**src/assert_macros.svh**
```systemverilog
// ---------------------------------------------------------------------------
// Assertion macros
// Shared concurrent assertion wrappers for the capture block.
// ---------------------------------------------------------------------------
`ifndef ASSERT_MACROS_SVH
`define ASSERT_MACROS_SVH

// property checked on every rising edge outside reset
`define ASSERT_CLK(label, clk, rst_n, prop, msg) \
	label: assert property (@(posedge clk) disable iff (!rst_n) (prop)) else $error(msg);

// antecedent implies consequent in the same cycle
`define ASSERT_IMPL(label, clk, rst_n, ante, cons, msg) \
	label: assert property (@(posedge clk) disable iff (!rst_n) (ante) |-> (cons)) \
		else $error(msg);

`endif

```
**src/pwc_pkg.sv**
```systemverilog
// ---------------------------------------------------------------------------
// pwc_pkg
// Types and constants shared by the pulse width capture block.
// ---------------------------------------------------------------------------
`timescale 1ns / 1ps

package pwc_pkg;

	localparam int NUM_CHANNELS = 4;
	localparam int CH_W         = 2;
	localparam int CAP_W        = 16;
	localparam int TICK_W       = 32;
	localparam int COUNTER_SPAN = 65536;

	localparam logic OP_CAPTURE  = 1'b0;
	localparam logic OP_OVERFLOW = 1'b1;

	localparam int  PADDR_W    = 3;
	localparam int  PDATA_W    = 32;
	localparam logic REG_ENABLE = 1'b0;
	localparam logic REG_OVF    = 1'b1;

	typedef struct packed {
		logic [NUM_CHANNELS-1:0] enable_mask;
		logic                    ovf_enable;
	} cfg_t;

	typedef struct packed {
		logic             opcode;
		logic [CH_W-1:0]  channel;
		logic [CAP_W-1:0] captured_value;
		logic             pin_level;
	} item_t;

	typedef struct packed {
		logic [CH_W-1:0]   result_channel;
		logic [TICK_W-1:0] low_ticks;
		logic [TICK_W-1:0] high_ticks;
		logic [TICK_W-1:0] period_ticks;
	} result_t;

endpackage

```
**src/pwc_cfg.sv**
```systemverilog
// ---------------------------------------------------------------------------
// pwc_cfg
// APB register file: channel enable mask and overflow enable.
// ---------------------------------------------------------------------------
`timescale 1ns / 1ps

module pwc_cfg
	import pwc_pkg::*;
(
	input  logic               clk,
	input  logic               arst_n,
	input  logic               psel,
	input  logic               penable,
	input  logic               pwrite,
	input  logic [PADDR_W-1:0] paddr,
	input  logic [PDATA_W-1:0] pwdata,
	output logic [PDATA_W-1:0] prdata,
	output logic               pready,
	output cfg_t               cfg
);

	cfg_t cfg_q;
	logic wr_en;
	logic reg_idx;

	assign pready  = 1'b1;
	assign wr_en   = psel && penable && pwrite;
	assign reg_idx = paddr[2];
	assign cfg     = cfg_q;

	always_ff @(posedge clk or negedge arst_n) begin
		if (!arst_n) begin
			cfg_q <= '0;
		end else if (wr_en) begin
			case (reg_idx)
				REG_ENABLE: cfg_q.enable_mask <= pwdata[NUM_CHANNELS-1:0];
				REG_OVF:    cfg_q.ovf_enable  <= pwdata[0];
				default:    cfg_q             <= cfg_q;
			endcase
		end
	end

	always_comb begin
		prdata = '0;
		case (reg_idx)
			REG_ENABLE: prdata[NUM_CHANNELS-1:0] = cfg_q.enable_mask;
			REG_OVF:    prdata[0]                = cfg_q.ovf_enable;
			default:    prdata                   = '0;
		endcase
	end

endmodule

```
**config.mk**
```make
export PLATFORM = sky130hd
export DESIGN_NAME = pwc_cfg
export DESIGN_NICKNAME = d
export VERILOG_FILES = /design/src/assert_macros.svh /design/src/pwc_pkg.sv /design/src/pwc_cfg.sv
export SDC_FILE = /design/constraint.sdc
export NUM_CORES = 1
export LEC_CHECK = 0
export ABC_AREA = 1
export BUFFER_PORTS_ARGS = -buffer_cell sky130_fd_sc_hd__buf_2
export CAP_MARGIN = 20
export CORE_MARGIN = 2
export CORE_UTILIZATION = 27
export CTS_CLUSTER_DIAMETER = 120
export DETAILED_ROUTE_END_ITERATION = 10
export MAX_ROUTING_LAYER = met4
export PLACE_DENSITY = 0.84
export SLEW_MARGIN = 20
export SYNTH_ARGS = -nofsm -noshare
export SYNTH_HDL_FRONTEND = slang
export SYNTH_SLANG_ARGS = --single-unit
```
**constraint.sdc**
```tcl
create_clock -name clk -period 0.8 [get_ports clk]
set_input_delay 0.16 -clock clk [delete_from_list [all_inputs] [get_ports clk]]
set_output_delay 0.16 -clock clk [all_outputs]
set_load 0.01 [all_outputs]
```
# [After elaboration in Yosys (flattened, before gate mapping)]
# Index checks and enable logic that the tools add are counted.
[totals] output_inout_bits=38 word_cells=9 inputBits=40 reg_bits=5
[classes] n_reduce_logical=4 bitwise=1 n_mux=2
[ops] cell="$reduce_and A2 Y1" n=2
[ops] cell="$mux W3" n=1
[ops] cell="$logic_and A1 B1 Y1" n=2
[ops] cell="$pmux W1 S2" n=1
[ops] cell="$not A1 Y1" n=1

# [Logic depth before layout (Yosys ltp)]
[depth] word_depth=3 depth_mapped=4

# [Worst setup path after synthesis]
# No wires, ideal clock.
[synth_path] path_type="register to output" startpoint="reg cfg_q (netlist bit cfg[2])" endpoint="out prdata[1]" arrival_ps=595 path_stages_with_launch=3 path_slack_ps=45 required_ps=640 n_path_buf=0 cell_sequence="dfrtp_1 > inv_1 > nor2_1"
[synth_between] elab_chain_len=1
[synth_rtl] element="start: declaration" line_no="pwc_cfg.sv:22" source="cfg_t cfg_q;"
[synth_rtl] element="start signal: assignment" line_no="pwc_cfg.sv:38" source="default: cfg_q <= cfg_q;"
[synth_rtl] element="$mux W3" line_no="pwc_cfg.sv:45" source="case (reg_idx)"
[synth_rtl] element="end: declaration" line_no="pwc_cfg.sv:17" source="output logic [PDATA_W-1:0] prdata,"
# No other way between the ends.

# [Worst setup path in the final report]
[layout_path] startpoint="reg cfg_q (netlist bit cfg[0])" endpoint="out prdata[0]"
[layout_between] elab_chain_len=1
[layout_rtl] element="$pmux W1 S2" line_no="pwc_cfg.sv:45"
# No other way between the ends.

==> summary.md <==
| Metric | Value |
|---|---|
| Status | finished with violations |
| Failing checks | negative setup slack |
| Antenna viol nets, final | 0 |
| Total Nets Final | 134 |
| RSZ-0062 raised after global routing | true |
| Number of library cell types mapped by synthesis | 11 |
| Critical Path AT | 850 ps |
| Vias in the first global route | 308 |
| Drt first pass iters | 2 |
| Fin. Hold Viols | 0 |
| DRC violations left | 0 |
| Fin util | 33.7% |
| Initial antenna violation count | 0 |
| CTS H-tree lvls | 1 |
| #FFs+latches synth | 5 |
| Site Rows | 15 |
| Setup WS pre-CTS | 15.1 ps |
| Clk root buf | clkbuf_4 |
| Overall power | 984 uW |
| Period utilization | 127% |
| DR WL/cell | 6.69 um |
| Overall routing resource usage | 8.24% |
| CTS Buf Count | 3 |
| Seq/Total Area, Yosys | 25.9% |
| Max reg flops | 5 |
| R2r startpoint | cfg[3] |
| Final Max Slew Viols | 0 |
| Gpl congestion | 0.684 |
| Layout fillers | 195 |
| DIE WIDTH | 46.3 um |
| Die ar. | 2140 um2 |
| Core Region | 1710 um2 |
| Syn avg cell area | 7.32 um2 |
| Ys Warns | 0 |
| Ant. Diodes | 0 |
| Total global routing overflow | 0 |
| I/O Buffers | 18 |
| Setup Skew | 0 ps |
| Highest clock rate | 986 MHz |
| Hold Crit Class | in -> reg |
| CP required | 640 ps |
| Critical path class | reg -> out |
| Mapped Area | 483 um2 |
| First-pass GRT wire length | 1.18 mm |
| Layout cells sized above 1 | 34.4% |
| Pin count of the biggest net entering global routing | 8 |
| Max IR drop VDD | 0.000688 V |
| Worst skew pair latency | 230 ps |
| Critical path startpoint category | flop |
| Initial DRC count | 3 |
| Die Ht | 46.3 um |
| Clock sinks | 5 |
| Fin Hold WS | 170 ps |
| Post-Synthesis Cells | 66 |
| Ports | 78 |
| Static Leak | 0.000370 uW |
| Post-route setup slack | -214 ps |
| Crit Path Max Fanout | 3 |
| DR vias/cell | 3.33 |
| CTS tree | done |
| # Max-Cap Violations | 0 |
| Crit path from | cfg[0] |
| Min Clock Period, post-route | 1010 ps |
| Min-delay src | pwdata[1] |
| PD cells | 1710 nW/um2 |
| Drt total wl | 789 um |
| DR vias | 393 |
| Initial Utilization | 28.3% |
| Clock transition at path regs | 40 ps |
| # setup viols final | 11 |
| Clk buf depth | 2 |
| Worst setup EP type | primary output |
| DP HPWL | 711 um |
| Area grow syn2layout | 19.2% |
==> final timing paths <==
path	end	slack, ps	cells past startpoint
worst max-delay path	prdata[0]	-210	3
max in group asynchronous	cfg[3]	390	2
worst max register to register	cfg[3]	-50	4
min in group asynchronous	cfg[2]	280	2
worst min-delay path	cfg[2]	170	3
worst min register to register	cfg[1]	500	2
==> synthesized netlist by cell type <==
cell type	count	area, um2
nand2_1	14	52.6
buf_4	29	218
inv_2	2	7.51
conb_1	2	7.51
nand3_1	5	25.0
nor2_2	1	6.26
nand4_2	1	12.5
nor2_1	3	11.3
inv_1	3	11.3
nand4_1	1	6.26
dfrtp_1	5	125
==> final cells by class <==
| type | count | area [um2] | share of cell area, % |
|---|---|---|---|
| multi-input combinational | 54 | 225 | 39.1 |
| timing repair buffer | 25 | 149 | 25.9 |
| sequential | 5 | 125 | 21.7 |
| tap | 25 | 31.3 | 5.43 |
| clock buffer | 4 | 26.3 | 4.57 |
| inverter | 5 | 18.8 | 3.26 |
==> critical path: stages (launching register included) <==
cell     delay (ps)
dfrtp_1         380
nand2_1          70
nand2_1          50
buf_2           130
==> where the power goes <==
group	leakage, uW	switching (uW)	internal [uW]	total [uW]
registers	0.0000629	35.1	302	337
logic	0.000292	213	165	379
clock network	0.0000150	80.8	187	268
==> logic make-up after synthesis <==
kind of cell,Yosys count,share of synthesized area [%]
flip-flops,5,25.9
buffers and inverters,34,49.0
AND/OR/NAND/NOR,25,23.6
other,2,1.55
==> layer usage <==
layer,routed length [um],global-route usage [%]
met1,287,7.57
met5,0,-
met2,418,13.9
met4,6,3.43
met3,77,4.71
==> per-stage QoR <==
step / instance area (um2) / std cells / TNS (ps)
after floorplan: 584 / 93 / 0
after global placement: 495 / 108 / 0
after detailed placement: 495 / 108 / 0
after CTS: 547 / 115 / -1490
after global routing: 576 / 118 / -2000
final: 576 / 118 / -1480
==> placed cells by master, fill, tap and decap left out, drive strengths merged <==
master / netlist / layout
conb: 2 / 29
buf: 29 / 24
nand2: 14 / 14
nand3: 5 / 5
dfrtp: 5 / 5
inv: 5 / 5
nor2: 4 / 4
clkbuf: 0 / 4
nand4: 2 / 2
dlygate4sd3: 0 / 1
==> timing repair <==
item	in CTS	in global routing
pin swaps	1	1
endpoints found under the setup margin	9	9
buffers inserted	2	3
hold buffers	1	0
gates resized for setup	0	2
hold endpoints to repair	5	0
Power figures use the tool's default switching activity.
