**config.mk**
```make
export PLATFORM = sky130hd
export DESIGN_NAME = pwc_core
export DESIGN_NICKNAME = d
export VERILOG_FILES = /design/src/pwc_pkg.sv /design/src/pwc_core.sv
export VERILOG_INCLUDE_DIRS = /design/src /design/src/src
export SDC_FILE = /design/constraint.sdc
export NUM_CORES = 1
export LEC_CHECK = 0
export ABC_AREA = 1
export BUFFER_PORTS_ARGS = -buffer_cell sky130_fd_sc_hd__buf_2
export CORE_ASPECT_RATIO = 1.2
export CORE_MARGIN = 2
export CORE_UTILIZATION = 55
export CTS_CLUSTER_DIAMETER = 150
export DETAILED_ROUTE_END_ITERATION = 7
export PLACE_DENSITY = 0.76
export SLEW_MARGIN = 20
export SYNTH_ARGS = -nofsm -noshare
export SYNTH_HDL_FRONTEND = slang
export SYNTH_SLANG_ARGS = --single-unit
export TNS_END_PERCENT = 10
```
**constraint.sdc**
```tcl
create_clock -name clk -period 19.26 [get_ports clk]
set_input_delay 2.889 -clock clk [delete_from_list [all_inputs] [get_ports clk]]
set_output_delay 2.889 -clock clk [all_outputs]
set_load 0.05 [all_outputs]
```
**src/assert_macros.svh**
```systemverilog
// ---------------------------------------------------------------------------
// Assertion macros
// Shared concurrent assertion wrappers for the capture block.
// ---------------------------------------------------------------------------
`ifndef ASSERT_MACROS_SVH
`define ASSERT_MACROS_SVH

// property checked on every rising edge outside reset
`define ASSERT_CLK(label, clk, rst_n, prop, msg) \
	label: assert property (@(posedge clk) disable iff (!rst_n) (prop)) else $error(msg);

// antecedent implies consequent in the same cycle
`define ASSERT_IMPL(label, clk, rst_n, ante, cons, msg) \
	label: assert property (@(posedge clk) disable iff (!rst_n) (ante) |-> (cons)) \
		else $error(msg);

`endif

```
**src/pwc_pkg.sv**
```systemverilog
// ---------------------------------------------------------------------------
// pwc_pkg
// Types and constants shared by the pulse width capture block.
// ---------------------------------------------------------------------------
`timescale 1ns / 1ps

package pwc_pkg;

	localparam int NUM_CHANNELS = 4;
	localparam int CH_W         = 2;
	localparam int CAP_W        = 16;
	localparam int TICK_W       = 32;
	localparam int COUNTER_SPAN = 65536;

	localparam logic OP_CAPTURE  = 1'b0;
	localparam logic OP_OVERFLOW = 1'b1;

	localparam int  PADDR_W    = 3;
	localparam int  PDATA_W    = 32;
	localparam logic REG_ENABLE = 1'b0;
	localparam logic REG_OVF    = 1'b1;

	typedef struct packed {
		logic [NUM_CHANNELS-1:0] enable_mask;
		logic                    ovf_enable;
	} cfg_t;

	typedef struct packed {
		logic             opcode;
		logic [CH_W-1:0]  channel;
		logic [CAP_W-1:0] captured_value;
		logic             pin_level;
	} item_t;

	typedef struct packed {
		logic [CH_W-1:0]   result_channel;
		logic [TICK_W-1:0] low_ticks;
		logic [TICK_W-1:0] high_ticks;
		logic [TICK_W-1:0] period_ticks;
	} result_t;

endpackage

```
**src/pwc_core.sv**
```systemverilog
// ---------------------------------------------------------------------------
// pwc_core
// Per-channel accumulators and durations; one item's update and result.
// ---------------------------------------------------------------------------
`timescale 1ns / 1ps

module pwc_core
	import pwc_pkg::*;
(
	input  logic    clk,
	input  logic    arst_n,
	input  cfg_t    cfg,
	input  item_t   item,
	input  logic    fire,
	output logic    res_valid,
	output result_t res
);
	`include "assert_macros.svh"

	logic signed [TICK_W-1:0] acc_q  [NUM_CHANNELS];
	logic        [TICK_W-1:0] low_q  [NUM_CHANNELS];
	logic        [TICK_W-1:0] high_q [NUM_CHANNELS];

	logic signed [TICK_W:0]   cap_sum;
	logic signed [TICK_W-1:0] total;
	logic        [TICK_W-1:0] dur;
	logic        [TICK_W-1:0] low_new;
	logic        [TICK_W-1:0] high_new;
	logic        [TICK_W:0]   period_sum;
	logic        [TICK_W-1:0] acc_restart;
	logic                     in_range;
	logic                     do_capture;
	logic                     do_overflow;

	function automatic logic [TICK_W-1:0] sat_s32(input logic [TICK_W:0] v);
		logic [TICK_W-1:0] r;
		if (v[TICK_W] != v[TICK_W-1]) begin
			r = v[TICK_W] ? {1'b1, {(TICK_W-1){1'b0}}} : {1'b0, {(TICK_W-1){1'b1}}};
		end else begin
			r = v[TICK_W-1:0];
		end
		return r;
	endfunction

	assign in_range    = 32'(item.channel) < NUM_CHANNELS;
	assign do_capture  = (item.opcode == OP_CAPTURE) && in_range
		&& cfg.enable_mask[item.channel];
	assign do_overflow = (item.opcode == OP_OVERFLOW) && cfg.ovf_enable;
	assign res_valid   = do_capture;

	always_comb begin
		cap_sum     = {acc_q[item.channel][TICK_W-1], acc_q[item.channel]}
			+ {{(TICK_W-CAP_W+1){1'b0}}, item.captured_value};
		total       = $signed(sat_s32(cap_sum));
		dur         = total[TICK_W-1] ? '0 : total;
		low_new     = item.pin_level ? dur : low_q[item.channel];
		high_new    = item.pin_level ? high_q[item.channel] : dur;
		period_sum  = {1'b0, low_new} + {1'b0, high_new};
		acc_restart = '0 - {{(TICK_W-CAP_W){1'b0}}, item.captured_value};
	end

	always_comb begin
		res.result_channel = item.channel;
		res.low_ticks      = low_new;
		res.high_ticks     = high_new;
		res.period_ticks   = period_sum[TICK_W] ? '1 : period_sum[TICK_W-1:0];
	end

	always_ff @(posedge clk or negedge arst_n) begin
		if (!arst_n) begin
			for (int c = 0; c < NUM_CHANNELS; c++) begin
				acc_q[c]  <= '0;
				low_q[c]  <= '0;
				high_q[c] <= '0;
			end
		end else if (fire) begin
			if (do_overflow) begin
				for (int c = 0; c < NUM_CHANNELS; c++) begin
					acc_q[c] <= $signed(sat_s32({acc_q[c][TICK_W-1], acc_q[c]}
						+ (TICK_W+1)'(COUNTER_SPAN)));
				end
			end else if (do_capture) begin
				acc_q[item.channel]  <= $signed(acc_restart);
				low_q[item.channel]  <= low_new;
				high_q[item.channel] <= high_new;
			end
		end
	end

	`ASSERT_IMPL(a_dur_nonneg, clk, arst_n, res_valid,
		!res.low_ticks[TICK_W-1] && !res.high_ticks[TICK_W-1], "duration above signed range")

endmodule

```
[After elaboration in Yosys (flattened, before gate mapping)]
Index checks and enable logic that the tools add are counted.
Storage, ports and cells
  bits in registers: 384
  bits in latches: 0
  RAM bits: 0
  memory bits (read-only): 0
  input bits: 28
  output and inout port bits: 99
  word-level logic and storage cells: 68
  memories: 0
Cells by class
  add/sub/neg operators: 7
  multiply operators: 0
  div/mod/pow operators: 0
  magnitude comparators: 3
  equal/unequal tests: 5
  shift operators: 0
  muxes and demuxes: 32
  bitwise logic cells: 3
  reduce and logical (&&, ||, !) cells: 6
Operators with widths (number)
  $mux W32: 20
  $bwmux W128: 3
  $mux W128: 2
  $bmux W32 S2: 3
  $add A32 B18 Y33 const B: 4
  $demux W32 S2: 1
  $add A32 B17 Y33: 1
  $add A32 B32 Y33: 1
  $mux W31: 1
  $sub A1 B16 Y17 const A: 1
  $ne A1 B1 Y1: 5
  $ge A3 B3 Y1 const B: 1
  $logic_and A1 B1 Y1: 3
  $lt A2 B3 Y1 const B: 1
  $lt A3 B1 Y1 const B: 1
  $not A2 Y3: 1
  $reduce_and A3 Y1: 1
  $bmux W1 S2: 1
  $not A1 Y1: 2
  $reduce_and A2 Y1: 1
  $reduce_bool A2 Y1: 1
  $mux W1: 1

[Logic depth before layout (Yosys ltp)]
Gate-level depths: netlist of run 1.
  depth after elaboration: 11
  mapped depth: 38
  depth with buffers taken out: 33

[Least setup slack after synthesis of run 1]
Ideal clock, no wire load.
  path kind: input-to-output
  start point: in item[17] (netlist name)
  end point: out res[28] (netlist name)
  arrival time: 9.858 ns
  data required time: 16.371 ns
  path slack: 6.513 ns
  cell stages on the path: 32
  path buffers: 6
  cell sequence: buf_6 nor2_8 buf_6 clkbuf_1 clkbuf_1 buf_1 a22oi_1 o221ai_1 ha_1 nand2_1 nor2_1 inv_1 nor2_1 nand2_1 nand3_1 a21o_1 nand2_2 o21ai_4 buf_6 nand2_2 a21boi_0 ha_1 inv_1 fa_1 o21ai_0 nand2_1 o211ai_1 nand3_1 nand2_1 a21o_1 nor2_1 o21ai_0
RTL lines
  start: declaration: line pwc_core.sv:13  | input item_t item,
  end: declaration: line pwc_core.sv:16  | output result_t res

==> impl_metrics.tcl, run 1 <==
set metrics [dict create \
    status "finished, final reports clean" \
    slew_violations 0 \
    synth_async_sr_flop_share 1.00 \
    htreeDepth 2 \
    fin_total_pwr_w 0.00351 \
    place_inst 3893 \
    first_global_vias 23066 \
    ant_nets 0 \
    die_height_um 232 \
    dieArea_um2 45100 \
    cts-root-buf "clkbuf_16" \
    layout_min_cycle_time_ns 13.02 \
    rsz0062_at_grt "no" \
    multi_input_area_um2 12500 \
    yosysWarnings 0 \
    cts.path.max_buffers 3 \
    detail_route.first_pass.iterations 6 \
    fmax_ghz 0.0768 \
    grt_max_degree 187 \
    period_share 0.676 \
    synth.net_count 3440 \
    crit_fanout 62 \
    tns_ns 0 \
    hold_viol 0 \
    synthFlopType "dfrtp_1" \
    final_core_util 0.606 \
    gp_congestion 0.998 \
    row_count 83 \
    nets 3475 \
    post_drt_wl_per_cell_um 20.7 \
    grt_overflow 0 \
    relSlewSlack 0.245 \
    clk_pin_slew_worst_paths_ns 0.06 \
    max_stage_delay_ns 0.79 \
    drive_gt1_frac 0.106 \
    cpMostUsedCell "nand2_1" \
    io_buffers 126 \
    grt_pass1_wl_um 129000 \
    via_count 23745 \
    via_per_inst 5.99 \
    holdCritStartpoint "low_q[41]" \
    design.core.area_um2 42800 \
    syn_inst 3349 \
    worstSkewPairLatency_ns 0.59 \
    slowest_stage "buf_4" \
    finalSetupViolCount 0 \
    drv_cap 0 \
    startpoint "item[18]" \
    power.leakage_nw 13.6 \
    fillerInstances 3859 \
    cp.arrival_ns 10.13 \
    synth-edff-count 0 \
    fin_cells 3963 \
    holdPathStages 2 \
    cts_hold_buffers 0 \
    worstSetupPathType "in2out" \
    cts.sinks 384 \
    ir_worst_vdd_mv 0.213 \
    max_slew.worst_pin.slew_ns 1.13 \
    worstReg2RegStart "acc_q[16]" \
    place_hpwl_um 56900 \
    reg2reg_depth 17 \
    drc 0 \
    rrSetupSlack_ns 14.71 \
    die_w_um 194 \
    cts_setup_buffers 0 \
    cts_tree "done" \
    synth-seq-cells 384 \
    antenna_found_initial 1 \
    synth_area_um2 23900 \
    start_util 0.558 \
    skew_ns 0.0226 \
    drt-initial-drc-count 2020 \
    synth.avg_cell_area_um2 7.12 \
    endpoint_kind "output pin" \
    seq_area_um2 9610 \
    hold_path.class "reg2reg" \
    synth_cell_types 52 \
    cts_resized 0 \
    power.density_nw_per_um2 136 \
    boundaryPins 127 \
    startpoint_type "primary input" \
    antenna_cells 0 \
    seq_area_frac_synth 0.403 \
    finalWirelength_um 82100 \
    grt_use_total 0.364 \
    required_ns 16.37 \
    synthToLayoutAreaGrowth_pct 8.63 \
    cts_made_buffers 41 \
]
## cell usage after synthesis (all sizes together), types with 2 or more instances
cell type | number | area (um^2)
nor4 | 2 | 12.5
o211ai | 2 | 15.0
o21a | 5 | 37.5
nand3b | 6 | 45.0
nor3 | 28 | 145
nor3b | 5 | 37.5
o21ai | 81 | 420
dfrtp | 384 | 9610
o21bai | 7 | 52.6
nand2 | 1432 | 5580
a21oi | 136 | 692
nor2 | 197 | 766
a21boi | 19 | 143
inv | 256 | 963
nand3 | 279 | 1610
a22oi | 73 | 548
fa | 2 | 40.0
and2 | 3 | 18.8
o221ai | 16 | 140
ha | 61 | 763
buf | 71 | 463
o22a | 5 | 43.8
a221oi | 10 | 87.6
clkbuf | 83 | 315
a31oi | 17 | 106
clkinv | 3 | 11.3
xor2 | 18 | 158
nand4 | 68 | 425
or2 | 4 | 25.0
xnor2 | 30 | 263
o22ai | 30 | 188
a21o | 12 | 90.1
## cell type report
| type | count | area share |
|---|---|---|
| multi-input combinational | 2552 | 0.483 |
| sequential | 384 | 0.371 |
| clock buffer | 59 | 0.0461 |
| inverter | 259 | 0.0377 |
| timing repair buffer | 146 | 0.0311 |
| tap | 552 | 0.0267 |
| clock inverter | 11 | 0.00425 |
## routing by layer
layer  track usage  vias up  wire, um
li1              -    10942         -
met1         0.446    11348     31300
met2         0.601     1182     38500
met3        0.0556      271      6670
met4         0.234        2      5620
met5             0        -         9
## critical path, delay by kind of cell
family / cells / cell delay [ns]
adder cells (fa/ha/maj): 4 / 1.08
AO/OA/AOI/OAI: 8 / 2.12
AND/OR/NAND/NOR: 12 / 1.62
buffers and inverters: 6 / 2.32
## path summary, 6_finish.rpt
kind,end
max in group asynchronous,acc_q[97]
worst min register to register,low_q[41]
worst max register to register,acc_q[15]
worst max-delay path,res[6]
min in group asynchronous,low_q[85]
worst min-delay path,low_q[41]
## report_power, final
group	internal [W]	switching [W]
registers	0.00103	0.000155
clock network	0.000445	0.000339
logic	0.000416	0.00113
## cells in the final DEF, fill, tap and decap left out, types with 41 or more instances in the layout
cell type | netlist | final
a21oi_1 | 133 | 132
a22oi_1 | 73 | 73
buf_2 | 34 | 125
clkbuf_16 | 0 | 41
dfrtp_1 | 384 | 384
ha_1 | 61 | 61
inv_1 | 252 | 249
nand2_1 | 1350 | 1347
nand2_2 | 82 | 85
nand3_1 | 236 | 236
nand3_2 | 43 | 43
nand4_1 | 68 | 68
nor2_1 | 192 | 190
o21ai_0 | 78 | 78
## state kept, by name (all words and copies together), names as in the netlist
register,cells
acc_q,128
high_q,128
low_q,128
## cell families after synthesis
group	count (synthesis)	synth area share
AO/OA/AOI/OAI	417	0.109
XOR/XNOR	48	0.0176
adder cells (fa/ha/maj)	63	0.0337
buffers and inverters	413	0.0735
flip-flops	384	0.403
AND/OR/NAND/NOR	2024	0.363
## through the flow
| step | setup WS, ns | cell area, um^2 | hold slack, ns |
|---|---|---|---|
| after floorplan | 6.51 | 23900 | 0.449 |
| after global placement | 6.23 | 24600 | 0.461 |
| after detailed placement | 6.31 | 24600 | 0.465 |
| after CTS | 6.29 | 25900 | 0.481 |
| after global routing | 5.73 | 25900 | 0.492 |
| final | 6.24 | 25900 | 0.478 |
(Power assumes the default switching activity.)
==> inputs of run 2 (changes only) <==
--- a/config.mk
+++ b/config.mk
@@ -13,7 +13,7 @@
 export CORE_UTILIZATION = 55
 export CTS_CLUSTER_DIAMETER = 150
 export DETAILED_ROUTE_END_ITERATION = 7
-export PLACE_DENSITY = 0.76
+export PLACE_DENSITY = 0.79
 export SLEW_MARGIN = 20
 export SYNTH_ARGS = -nofsm -noshare
 export SYNTH_HDL_FRONTEND = slang
==> constraint.sdc (replaced) <==
create_clock -name clk -period 10.8 [get_ports clk]
set_input_delay 1.62 -clock clk [delete_from_list [all_inputs] [get_ports clk]]
set_output_delay 1.62 -clock clk [all_outputs]
set_load 0.05 [all_outputs]
==> run 2 against run 1 <==
Clock skew increased by 0.0081 ns. Cell count rose by 0.73%. Non-clock buffer count grew 19. Sequential share of layout area down 0.41 points. Final area increased by 1.1%. Flip-flop and latch count unchanged. Critical path depth grew 1. Combinational power grew 74%. Clock-buffer cell count grew 2. Register-to-register slack worse by 8.5 ns. Largest power group unchanged. Highest routed layer is now met4.
==> impl_metrics.tcl, run 2 (synthesis results as in run 1) <==
set metrics [dict create \
    boundaryPins 127 \
    switching_share 0.451 \
    power.leakage_nw 13.8 \
    post_drt_wl_per_cell_um 19.1 \
    cts_made_buffers 43 \
    cts_hold_buffers 0 \
    hold_path.class "reg2reg" \
    design.core.area_um2 42800 \
    period_share 0.914 \
    startpoint_type "primary input" \
    fmax_ghz 0.101 \
    layout_min_cycle_time_ns 9.88 \
    rsz0062_at_grt "no" \
    hold_viol 0 \
    fillerInstances 3972 \
    crit_fanout 26 \
    cts.sinks 384 \
    p_seq_frac 0.331 \
    largestRegisters "acc_q: 128 flops, high_q: 128 flops, low_q: 128 flops" \
    detail_route.first_pass.iterations 8 \
    ir_worst_vdd_mv 0.374 \
    skew_ns 0.0307 \
    io_buffers 126 \
    cp.arrival_ns 8.26 \
    required_ns 9.18 \
    tns_ns 0 \
    cts.path.max_buffers 3 \
    pwr-share-clk 0.242 \
    worstSetupPathType "in2out" \
    finalSetupViolCount 0 \
    power.density_nw_per_um2 242 \
    via_count 23552 \
    drt-initial-drc-count 2261 \
    nets 3496 \
    cts-root-buf "clkbuf_16" \
    pwr-share-comb 0.427 \
    worstSkewPairLatency_ns 0.60 \
    htreeDepth 2 \
    antenna_found_initial 1 \
    finalWirelength_um 76400 \
    start_util 0.558 \
    cts_setup_buffers 0 \
    slowest_stage "o21ai_4" \
    place_hpwl_um 52400 \
    grt_max_degree 100 \
    p_int_w 0.00347 \
    grt_pass1_wl_um 122000 \
    synthToLayoutAreaGrowth_pct 9.85 \
    status "finished, final reports clean" \
    drc 0 \
    crit_buf_inv 8 \
    cts_resized 0 \
    crit_family "compound AO/OA/AOI/OAI gates" \
    grt_use_total 0.338 \
    endpoint_kind "output pin" \
    dieArea_um2 45100 \
    drive_gt1_frac 0.115 \
    row_count 83 \
    clk_pin_slew_worst_paths_ns 0.06 \
    first_global_vias 22461 \
    cts_tree "done" \
    gp_congestion 1.10 \
    layout_common_cells "nand2_1, dfrtp_1, inv_1" \
    cpMostUsedCell "nand2_1" \
    die_w_um 194 \
    drv_cap 0 \
    layout_commonest_cell "nand2_1" \
    ant_nets 0 \
    relSlewSlack 0.279 \
    die_height_um 232 \
    p_sw_w 0.00286 \
    final_core_util 0.612 \
    grt_overflow 0 \
    slew_violations 0 \
    via_per_inst 5.90 \
    max_stage_delay_ns 0.44 \
    max_slew.worst_pin.slew_ns 1.08 \
]
[run 2: cell types whose count changed in the layout (fill, tap and decap cells not counted), moves of 3 or more]
| cell | delta |
|---|---|
| buf_4 | +20 |
| clkinv_2 | +4 |
| clkbuf_16 | +3 |
| clkbuf_1 | -5 |
| clkbuf_8 | +4 |
[run 2: worst paths after layout]
check | startpoint | end | slack [ns] | cells past startpoint
setup / recovery | item[18] | res[28] | 0.92 | 31
hold / removal | low_q[119] | low_q[119] | 0.48 | 2
setup reg to reg | acc_q[16] | acc_q[15] | 6.24 | 17
hold reg to reg | low_q[119] | low_q[119] | 0.48 | 2
max in group asynchronous | arst_n | low_q[122] | 7.45 | 3
min in group asynchronous | arst_n | low_q[2] | 1.05 | 1
[run 2: power by group through the flow]
stage,Clock [W],Sequential [W],Combinational [W]
floorplan,0,0.00203,0.00202
global placement,0,0.00210,0.00263
detailed placement,0,0.00211,0.00266
CTS,0.00155,0.00209,0.00267
global route,0.00160,0.00214,0.00293
finish,0.00154,0.00210,0.00270
[run 2: stage by stage]
stage / total power, W / worst slack, ns / std cells / hold slack (ns) / instance area [um^2]
after floorplan: 0.00406 / 0.591 / 3349 / 0.449 / 23900
after CTS: 0.00631 / 1.03 / 3991 / 0.481 / 26200
final: 0.00633 / 0.924 / 3992 / 0.479 / 26200
after global routing: 0.00667 / 0.535 / 3992 / 0.494 / 26200
after global placement: 0.00473 / 1.32 / 3912 / 0.461 / 24700
after detailed placement: 0.00476 / 1.03 / 3912 / 0.465 / 24700
[run 2: area by class of cell]
| cell class | instances | area [um^2] | area share |
|---|---|---|---|
| timing repair buffer | 165 | 937 | 0.0358 |
| clock inverter | 18 | 166 | 0.00635 |
| multi-input combinational | 2552 | 12500 | 0.478 |
| clock buffer | 61 | 1310 | 0.0498 |
| sequential | 384 | 9610 | 0.367 |
| tap | 552 | 691 | 0.0264 |
| antenna | 1 | 2.50 | 0.0000955 |
| inverter | 259 | 977 | 0.0373 |
[run 2: routing by layer]
layer	up-vias	share of wire	global-route usage
met4	0	0.044	0.150
met3	237	0.090	0.0564
met5	-	0	0
met2	1188	0.46	0.554
li1	10994	-	-
met1	11133	0.40	0.442
[run 2: worst register-to-register path: stages, from the launching register on]
cell	delay, ns
dfrtp_1	0.43
nand3_1	0.14
nor2_1	0.11
nand2_1	0.09
nor2_1	0.17
inv_1	0.07
nor2_1	0.17
nand4_1	0.15
nor3_1	0.34
nand3_1	0.19
xor2_1	0.20
ha_1	0.31
inv_1	0.06
nor2_1	0.45
clkinv_1	0.44
nand2_1	0.58
a21oi_2	0.28
a22oi_1	0.27
